## config.mk

```make
export PLATFORM = sky130hd
export DESIGN_NAME = heightmap_line_tokenizer_core
export DESIGN_NICKNAME = d
export VERILOG_FILES = /design/src/hdl/hmtok_pkg.sv /design/src/hdl/hmtok_step.sv /design/src/hdl/heightmap_line_tokenizer_core.sv
export SDC_FILE = /design/constraint.sdc
export NUM_CORES = 1
export LEC_CHECK = 0
export ABC_CLOCK_PERIOD_IN_PS = 4550
export BUFFER_PORTS_ARGS = -buffer_cell sky130_fd_sc_hd__buf_4
export CAP_MARGIN = 20
export CORE_ASPECT_RATIO = 1.75
export CORE_MARGIN = 4
export CORE_UTILIZATION = 40
export CTS_CLUSTER_DIAMETER = 150
export DETAILED_ROUTE_END_ITERATION = 10
export PLACE_DENSITY = 0.68
export SYNTH_ARGS = -nofsm -noshare
export SYNTH_HDL_FRONTEND = slang
export SYNTH_SLANG_ARGS = --single-unit
```

## constraint.sdc

```tcl
create_clock -name i_clk -period 4.55 [get_ports i_clk]
set_input_delay 0.91 -clock i_clk [delete_from_list [all_inputs] [get_ports i_clk]]
set_output_delay 0.91 -clock i_clk [all_outputs]
set_load 0.02 [all_outputs]
```

## src/hdl/hmtok_pkg.sv

```systemverilog
// ----------------------------------------------------------------------------
// hmtok_pkg
// shared types and constants of the heightmap line tokenizer
// ----------------------------------------------------------------------------
package hmtok_pkg;

    // default parameter values
    localparam int MAX_COLUMNS_DEF = 1024;
    localparam int HEIGHT_BITS_DEF = 16;
    localparam int MAX_ROWS_DEF    = 4096;

    // fixed field widths
    localparam int ROW_W    = 12;
    localparam int COLUMN_W = 10;
    localparam int HEIGHT_W = 16;
    localparam int COLOR_W  = 24;

    // characters of interest
    localparam logic [7:0] CH_SPACE = 8'h20;
    localparam logic [7:0] CH_COMMA = 8'h2C;
    localparam logic [7:0] CH_ZERO  = 8'h30;
    localparam logic [7:0] CH_NINE  = 8'h39;
    localparam logic [7:0] CH_LO_A  = 8'h61;
    localparam logic [7:0] CH_LO_F  = 8'h66;
    localparam logic [7:0] CH_UP_A  = 8'h41;
    localparam logic [7:0] CH_UP_F  = 8'h46;

    // characters swallowed after the comma ("0x")
    localparam logic [1:0] PREFIX_LEN = 2'd2;

    typedef enum logic [1:0] {
        PH_SKIP   = 2'd0,
        PH_DIGITS = 2'd1,
        PH_PREFIX = 2'd2,
        PH_HEX    = 2'd3
    } t_phase;

    typedef struct packed {
        t_phase               phase;
        logic [1:0]           prefix_left;
        logic                 color_seen;
        logic [COLOR_W-1:0]   color_acc;
    } t_tok_ctl;

    localparam t_tok_ctl TOK_CTL_CLEAR = '{
        phase:       PH_SKIP,
        prefix_left: 2'd0,
        color_seen:  1'b0,
        color_acc:   '0
    };

endpackage

```

## src/hdl/hmtok_step.sv

```systemverilog
// ----------------------------------------------------------------------------
// hmtok_step
// per-character token update: phase, height, color suffix
// ----------------------------------------------------------------------------
module hmtok_step #(
    parameter int HEIGHT_BITS = hmtok_pkg::HEIGHT_BITS_DEF
) (
    input  hmtok_pkg::t_tok_ctl     i_ctl,
    input  logic [HEIGHT_BITS-1:0]  i_height,
    input  logic [7:0]              i_char,
    input  logic                    i_last,
    output hmtok_pkg::t_tok_ctl     o_upd,
    output logic [HEIGHT_BITS-1:0]  o_upd_height,
    output logic                    o_token_end
);

    logic                    is_digit;
    logic                    is_space;
    logic                    is_comma;
    logic                    is_hex;
    logic [3:0]              hex_val;
    logic [3:0]              dig_val;
    logic [1:0]              prefix_dec;
    logic [HEIGHT_BITS+3:0]  height_x10;
    logic                    height_sat;
    hmtok_pkg::t_phase       upd_phase;

    always_comb begin
        is_digit = (i_char >= hmtok_pkg::CH_ZERO) && (i_char <= hmtok_pkg::CH_NINE);
        is_space = (i_char == hmtok_pkg::CH_SPACE);
        is_comma = (i_char == hmtok_pkg::CH_COMMA);
        dig_val  = 4'(i_char - hmtok_pkg::CH_ZERO);
        is_hex   = 1'b1;
        hex_val  = dig_val;
        priority if (is_digit) begin
            hex_val = dig_val;
        end else if ((i_char >= hmtok_pkg::CH_LO_A) && (i_char <= hmtok_pkg::CH_LO_F)) begin
            hex_val = 4'(i_char - hmtok_pkg::CH_LO_A + 8'd10);
        end else if ((i_char >= hmtok_pkg::CH_UP_A) && (i_char <= hmtok_pkg::CH_UP_F)) begin
            hex_val = 4'(i_char - hmtok_pkg::CH_UP_A + 8'd10);
        end else begin
            is_hex = 1'b0;
        end
    end

    assign prefix_dec = i_ctl.prefix_left - 2'd1;

    // acc * 10 + digit as shift-add, saturating at the height width
    assign height_x10 = ({4'd0, i_height} << 3) + ({4'd0, i_height} << 1)
                        + (HEIGHT_BITS + 4)'(dig_val);
    assign height_sat = |height_x10[HEIGHT_BITS+3:HEIGHT_BITS];

    // next phase
    always_comb begin
        upd_phase = i_ctl.phase;
        unique case (i_ctl.phase)
            hmtok_pkg::PH_SKIP: begin
                if (is_digit) upd_phase = hmtok_pkg::PH_DIGITS;
            end
            hmtok_pkg::PH_DIGITS: begin
                if (is_comma) upd_phase = hmtok_pkg::PH_PREFIX;
            end
            hmtok_pkg::PH_PREFIX: begin
                if (!is_space && (prefix_dec == 2'd0)) upd_phase = hmtok_pkg::PH_HEX;
            end
            hmtok_pkg::PH_HEX: begin
                upd_phase = hmtok_pkg::PH_HEX;
            end
            default: begin
                upd_phase = hmtok_pkg::PH_SKIP;
            end
        endcase
    end

    // datapath and token end
    always_comb begin
        o_upd        = i_ctl;
        o_upd.phase  = upd_phase;
        o_upd_height = i_height;
        unique case (i_ctl.phase)
            hmtok_pkg::PH_SKIP: begin
                if (is_digit) o_upd_height = HEIGHT_BITS'(dig_val);
            end
            hmtok_pkg::PH_DIGITS: begin
                if (is_digit) begin
                    o_upd_height = height_sat ? {HEIGHT_BITS{1'b1}}
                                              : height_x10[HEIGHT_BITS-1:0];
                end else if (is_comma) begin
                    o_upd.color_seen  = 1'b1;
                    o_upd.color_acc   = '0;
                    o_upd.prefix_left = hmtok_pkg::PREFIX_LEN;
                end
            end
            hmtok_pkg::PH_PREFIX: begin
                if (!is_space) o_upd.prefix_left = prefix_dec;
            end
            hmtok_pkg::PH_HEX: begin
                if (!is_space && is_hex) begin
                    o_upd.color_acc = {i_ctl.color_acc[hmtok_pkg::COLOR_W-5:0], hex_val};
                end
            end
            default: begin
                o_upd = i_ctl;
            end
        endcase
        // a space closes an open token; line end closes whatever is open after the update
        o_token_end = ((i_ctl.phase != hmtok_pkg::PH_SKIP) && is_space)
                      || (i_last && (upd_phase != hmtok_pkg::PH_SKIP));
    end

endmodule

```

## src/hdl/heightmap_line_tokenizer_core.sv

```systemverilog
// ----------------------------------------------------------------------------
// heightmap_line_tokenizer_core: one character per cycle, one item per cycle sustained while entries are taken
// path: a closing character is loaded into the input register when accepted, and its
// entry is loaded into the result register when stage 1 moves on
// stalls: an entry left waiting holds stage 1, then o_ready falls until it is taken
// reset: synchronous active-low, clears the token, column count and both stages
// ----------------------------------------------------------------------------
//
// decimal height tokens with an optional ",0x" hex color suffix
//  - input register holds one character, line-end flag and row
//  - hmtok_step computes the token update from that register and the state
//  - an entry goes to the result register when a token ends (space or line end) within the column and row limits
//  - the input register advances whenever the result register is free or
//    being drained; a waiting entry holds it, and the character side stalls
//    once the input register is full as well
module heightmap_line_tokenizer_core #(
    parameter int MAX_COLUMNS = hmtok_pkg::MAX_COLUMNS_DEF,
    parameter int HEIGHT_BITS = hmtok_pkg::HEIGHT_BITS_DEF,
    parameter int MAX_ROWS    = hmtok_pkg::MAX_ROWS_DEF
) (
    input  logic                              i_clk,
    input  logic                              i_rst_n,
    // character channel
    input  logic                              i_valid,
    output logic                              o_ready,
    input  logic [7:0]                        i_char_byte,
    input  logic                              i_line_end,
    input  logic [hmtok_pkg::ROW_W-1:0]       i_row_index,
    // entry channel
    output logic                              o_valid,
    input  logic                              i_ready,
    output logic [hmtok_pkg::ROW_W-1:0]       o_row,
    output logic [hmtok_pkg::COLUMN_W-1:0]    o_column,
    output logic [hmtok_pkg::HEIGHT_W-1:0]    o_height,
    output logic [hmtok_pkg::COLOR_W-1:0]     o_color,
    output logic                              o_color_valid,
    output logic                              o_end_of_row
);

    // column counter must be able to hold MAX_COLUMNS itself
    localparam int COL_W = $clog2(MAX_COLUMNS + 1);

    // input register
    logic                           r_s1_valid;
    logic [7:0]                     r_s1_char;
    logic                           r_s1_last;
    logic [hmtok_pkg::ROW_W-1:0]    r_s1_row;

    // token state
    hmtok_pkg::t_tok_ctl            r_ctl,    n_ctl;
    logic [HEIGHT_BITS-1:0]         r_height, n_height;
    logic [COL_W-1:0]               r_col,    n_col;

    // result register
    logic                           r_out_valid;
    logic [hmtok_pkg::ROW_W-1:0]    r_out_row;
    logic [hmtok_pkg::COLUMN_W-1:0] r_out_column;
    logic [hmtok_pkg::HEIGHT_W-1:0] r_out_height;
    logic [hmtok_pkg::COLOR_W-1:0]  r_out_color;
    logic                           r_out_color_valid;
    logic                           r_out_eor;

    // step outputs
    hmtok_pkg::t_tok_ctl            upd_ctl;
    logic [HEIGHT_BITS-1:0]         upd_height;
    logic                           token_end;

    logic                           s1_go;
    logic                           col_room;
    logic                           row_ok;
    logic                           emit_ok;
    logic [31:0]                    col_ext;
    logic [31:0]                    height_ext;

    // stage 1 moves on when the result register can take whatever it produces
    assign s1_go   = r_s1_valid && (!r_out_valid || i_ready);
    assign o_ready = !r_s1_valid || s1_go;

    always_ff @(posedge i_clk) begin
        if (!i_rst_n) begin
            r_s1_valid <= 1'b0;
        end else if (o_ready) begin
            r_s1_valid <= i_valid;
        end
    end

    always_ff @(posedge i_clk) begin
        if (i_valid && o_ready) begin
            r_s1_char <= i_char_byte;
            r_s1_last <= i_line_end;
            r_s1_row  <= i_row_index;
        end
    end

    hmtok_step #(
        .HEIGHT_BITS (HEIGHT_BITS)
    ) u_step (
        .i_ctl        (r_ctl),
        .i_height     (r_height),
        .i_char       (r_s1_char),
        .i_last       (r_s1_last),
        .o_upd        (upd_ctl),
        .o_upd_height (upd_height),
        .o_token_end  (token_end)
    );

    // entries past the column limit are dropped and the count holds;
    // out-of-range rows are dropped but still use up a column
    assign col_room = 32'(r_col) < 32'(MAX_COLUMNS);
    assign row_ok   = 32'(r_s1_row) < 32'(MAX_ROWS);
    assign emit_ok  = token_end && col_room && row_ok;

    always_comb begin
        n_ctl    = upd_ctl;
        n_height = upd_height;
        n_col    = r_col;
        if (token_end || r_s1_last) begin
            n_ctl    = hmtok_pkg::TOK_CTL_CLEAR;
            n_height = '0;
        end
        if (token_end && col_room) begin
            n_col = r_col + COL_W'(1);
        end
        // line end restarts the column count
        if (r_s1_last) begin
            n_col = '0;
        end
    end

    always_ff @(posedge i_clk) begin
        if (!i_rst_n) begin
            r_ctl    <= hmtok_pkg::TOK_CTL_CLEAR;
            r_height <= '0;
            r_col    <= '0;
        end else if (s1_go) begin
            r_ctl    <= n_ctl;
            r_height <= n_height;
            r_col    <= n_col;
        end
    end

    // zero-extend before trimming to the port widths
    assign col_ext    = 32'(r_col);
    assign height_ext = 32'(upd_height);

    always_ff @(posedge i_clk) begin
        if (!i_rst_n) begin
            r_out_valid <= 1'b0;
        end else if (s1_go) begin
            r_out_valid <= emit_ok;
        end else if (i_ready) begin
            r_out_valid <= 1'b0;
        end
    end

    always_ff @(posedge i_clk) begin
        if (s1_go && emit_ok) begin
            r_out_row         <= r_s1_row;
            r_out_column      <= col_ext[hmtok_pkg::COLUMN_W-1:0];
            r_out_height      <= height_ext[hmtok_pkg::HEIGHT_W-1:0];
            r_out_color       <= upd_ctl.color_acc;
            r_out_color_valid <= upd_ctl.color_seen;
            r_out_eor         <= r_s1_last;
        end
    end

    assign o_valid       = r_out_valid;
    assign o_row         = r_out_row;
    assign o_column      = r_out_column;
    assign o_height      = r_out_height;
    assign o_color       = r_out_color;
    assign o_color_valid = r_out_color_valid;
    assign o_end_of_row  = r_out_eor;

`ifndef SYNTH
    // column count never runs past its limit
    a_col_bound: assert property (@(posedge i_clk) disable iff (!i_rst_n)
        32'(r_col) <= 32'(MAX_COLUMNS))
        else $error("column count beyond limit");

    // while skipping, no token data is left over
    a_skip_clean: assert property (@(posedge i_clk) disable iff (!i_rst_n)
        (r_ctl.phase == hmtok_pkg::PH_SKIP) |-> ((r_height == '0) && !r_ctl.color_seen))
        else $error("stale token data while skipping");

    // color bits only build up after a comma
    a_color_seen: assert property (@(posedge i_clk) disable iff (!i_rst_n)
        !r_ctl.color_seen |-> (r_ctl.color_acc == '0))
        else $error("color accumulated without suffix");

    // a processed line end restarts the column count
    a_line_restart: assert property (@(posedge i_clk) disable iff (!i_rst_n)
        (s1_go && r_s1_last) |=> (r_col == '0))
        else $error("column count not cleared at line end");
`endif

endmodule

```

==> out/qor.csv <==
stage;metric;value;unit
critical_path;crit_arrival;4.10;ns
sta;finalCritPeriodShare;86.69;%
clock_network;clk_path_buf_depth;2;
clock_network;ctsResizeCount;0;
route;drtAntennaViolNets;0;
floorplanning;fp.coreArea;16450;um^2
logic_synthesis;synth_edf_count;85;
clock_network;cts_root_buf;clkbuf_16;
logic_synthesis;syn_nets;646;
grt;grt_use_total;16.86;%
place;routabilityCongestion;0.8284;
clock_network;cts_hold_buf;0;
route;drc;0;
sta;max_slew_margin;37.12;%
sta;grt_setup_unrepaired;no;
power_and_ir_drop;switching_share;21.62;%
clock_network;clkSinkCount;143;
critical_path;crit_buf_inv;2;
route;viasPerCell;5.447;
floorplanning;floorplan.rows;62;
place;dpl_cell_area;7572;um^2
power_and_ir_drop;p_leak;3.091;nW
floorplanning;start_util;40.63;%
sta;max_clock_freq;0.2535;GHz
grt;overflow;0;
critical_path;path_max_fanout;12;
place;place_inst;874;
route;wl_per_cell;17.41;um
sta;finalClockSkew;0.01407;ns
logic_synthesis;syn_area_per_cell;11.48;um^2
logic_synthesis;ys_ff_latch;143;
logic_synthesis;synth.distinct_cells;59;
run;drv_cap;0;
logic_synthesis;synth_ff_type;edfxtp_1;
cells_and_area;nets;734;
route;routed_wl;15780;um
critical_path;crit_top_cell;fa_1;
clock_network;path_clk_slew;0.06;ns
logic_synthesis;synth-compound-area-share;18.03;%
sta;fin_crit;3.944;ns
power_and_ir_drop;powerDensity;343.5;nW/um^2
logic_synthesis;synth_fa_ha_area_share;7.527;%
sta;slew_viol_final;0;
power_and_ir_drop;combPwrFrac;3.1;%
critical_path;critical_path_class;register to register;
clock_network;htree_levels;4;
floorplanning;io_pins;91;
logic_synthesis;syn_area;6683;um^2
power_and_ir_drop;peakVddDrop;269.5;uV
clock_network;post_cts_buffers;0;
logic_synthesis;synthCells;582;
status;outcome;finished clean;
logic_synthesis;synth_top_family_by_area;compound AO/OA/AOI/OAI gates;
sta;final.setup.tns;0;ns
logic_synthesis;synthMuxAreaShare;0.4868;%
sta;hold_ws;0.4142;ns
logic_synthesis;yosys.area_share.simple;12.71;%
cells_and_area;antennaDiodeCount;0;
grt;grt_pass1_vias;4944;
grt;grt_pass1_wl;25020;um
place;portBuffers;90;
logic_synthesis;synthXorXnorAreaFrac;2.883;%
critical_path;worstSetupEndpointType;register;
critical_path;crit_slowest_cell;fa_1;
grt;antenna_found_initial;0;
route;num_vias;4935;
floorplanning;die_area;18920;um^2
logic_synthesis;yosysWarnings;0;
cells_and_area;areaGrowthSynthToFinish;21.77;%
grt;grt_max_degree;37;
sta;finalHoldViolations;0;
clock_network;clock_latency;0.41;ns
place;dpl.hpwl;11330;um
sta;setup_viol;0;
power_and_ir_drop;p_switching;0.6043;mW
floorplanning;fp.dieW;105.7;um
power_and_ir_drop;p_int;2.191;mW
worst_hold_path;hold_class;register to register;
clock_network;cts_buffers;17;
logic_synthesis;yosysSeqAreaShare;55.57;%
route;dr.pass1.iters;4;
floorplanning;die_h;179.0;um
cells_and_area;final_area;8138;um^2
cells_and_area;fillers;1551;
power_and_ir_drop;seqPwrFrac;50.0;%
cells_and_area;final_layout_size_suffix_gt1_share;20.53;%
critical_path;crit_required;4.71;ns
critical_path;slowest_delay;0.53;ns
route;drt_iter0_markers;289;
sta;worst_pin_slew;0.9432;ns
cells_and_area;final_cell_count_no_fill;906;
logic_synthesis;ys_async_sr_fraction;0;%
critical_path;start_kind;register;
power_and_ir_drop;pwr-share-clk;46.9;%
critical_path;cp_cell_sequence;inv_1, fa_1, fa_1, nor2b_1, o31ai_1, a31oi_1, a41oi_1, mux2_2, nor4_4, nor3_1, buf_4, a221o_1;
clock_network;cts_tree;built;
critical_path;path_delay_family;adder cells;
## Yosys cell counts, types with 3 or more instances
| cell type | n | area [um^2] |
|---|---|---|
| a211o_1 | 3 | 26.28 |
| a211oi_1 | 3 | 22.52 |
| a21o_1 | 10 | 75.07 |
| a21oi_1 | 34 | 170.2 |
| a221o_1 | 25 | 250.2 |
| a22o_1 | 9 | 78.83 |
| a22oi_1 | 26 | 195.2 |
| a31oi_1 | 6 | 37.54 |
| and2_1 | 5 | 31.28 |
| and3_1 | 4 | 25.02 |
| buf_2 | 5 | 25.02 |
| clkbuf_1 | 24 | 90.09 |
| dfxtp_1 | 58 | 1161 |
| edfxtp_1 | 85 | 2552 |
| ha_1 | 37 | 462.9 |
| inv_1 | 16 | 60.06 |
| nand2_1 | 55 | 206.5 |
| nand2b_1 | 4 | 25.02 |
| nand3_1 | 4 | 20.02 |
| nand4_1 | 5 | 31.28 |
| nor2_1 | 37 | 138.9 |
| nor2b_1 | 34 | 212.7 |
| nor3_1 | 8 | 40.04 |
| o21a_1 | 5 | 37.54 |
| o21ai_0 | 16 | 80.08 |
| or2_2 | 3 | 18.77 |
| xnor2_1 | 11 | 96.34 |
| xor2_1 | 11 | 96.34 |
## through the flow
stage | power [mW] | setup WS, ns | utilization (%)
after global placement | 1.508 | 0.7540 | 46.04
final | 2.795 | 0.6055 | 49.48
after CTS | 2.822 | 0.5823 | 49.41
after global routing | 2.891 | 0.3524 | 49.48
after floorplan | 1.472 | -0.01744 | -
after detailed placement | 1.512 | 0.5972 | 46.04
## cells by family (layout without fill, tap and decap cells)
logic type               Yosys count  after routing
AND/OR/NAND/NOR                  168            168
buffers and inverters             46            146
XOR/XNOR                          22             22
AO/OA/AOI/OAI                    161            161
adder cells (fa/ha/maj)           39             39
multiplexers                       3              3
flip-flops                       143            143
## registers in the layout, indices dropped and copies added (netlist names)
name           flops
r_s1_row          12
o_end_of_row       1
r_s1_valid         1
o_color_valid      1
o_valid            1
o_height          16
o_color           24
r_col             11
r_s1_char          8
o_column          10
r_s1_last          1
r_height          16
r_ctl             29
o_row             12
## layout make-up
cell class              instances  area (um^2)  area share [%]
clock buffers                  20        446.7           5.489
clock inverters                11        107.6           1.322
inverters                      16        60.06          0.7380
multi-input cells             393         2783           34.19
flip-flops and latches        143         3714           45.63
well taps                     224        280.3           3.444
repair buffers                 99        747.0           9.179
## layer usage
layer / global-route usage (%) / up-vias / part of all wire, %
li1: - / 2355 / -
met1: 17.11 / 2428 / 36
met2: 32.51 / 121 / 58
met3: 3.495 / 31 / 3.2
met4: 7.888 / 0 / 3.2
met5: 0 / - / 0
## worst paths after layout
check / to / depth (start not counted) / startpoint / slack, ns
min: o_row[1]$_DFFE_PP_ / 0 / r_s1_row[1]$_DFFE_PP_ / 0.41
min reg2reg: o_row[1]$_DFFE_PP_ / 0 / r_s1_row[1]$_DFFE_PP_ / 0.41
max: o_height[13]$_DFFE_PP_ / 12 / r_s1_char[3]$_DFFE_PP_ / 0.61
max reg2reg: o_height[13]$_DFFE_PP_ / 12 / r_s1_char[3]$_DFFE_PP_ / 0.61
## layout by cell type, fill, tap and decap left out, drive strengths merged, types with 3 or more instances in the layout
cell type	instances
a31oi	6
and2	5
xor2	11
inv	20
nand4	5
a22o	9
clkbuf	20
nand3	4
ha	37
a21o	10
nand2b	4
or2	3
clkinv	4
a21oi	34
o21ai	17
a221o	25
nor2b	34
o21a	5
a211o	3
nor2	37
and3	4
nand2	55
a211oi	3
a22oi	26
xnor2	11
nor3	8
buf	99
edfxtp	85
dfxtp	58
## power groups by stage
stage / Clock [mW] / Combinational (mW) / Sequential [mW]
after floorplan: 0 / 0.0483 / 1.42
after global placement: 0 / 0.0849 / 1.42
after detailed placement: 0 / 0.0874 / 1.42
after CTS: 1.34 / 0.0877 / 1.40
after global routing: 1.40 / 0.0957 / 1.40
final: 1.31 / 0.0867 / 1.40
Note: power is estimated with default switching activity, not from simulation.
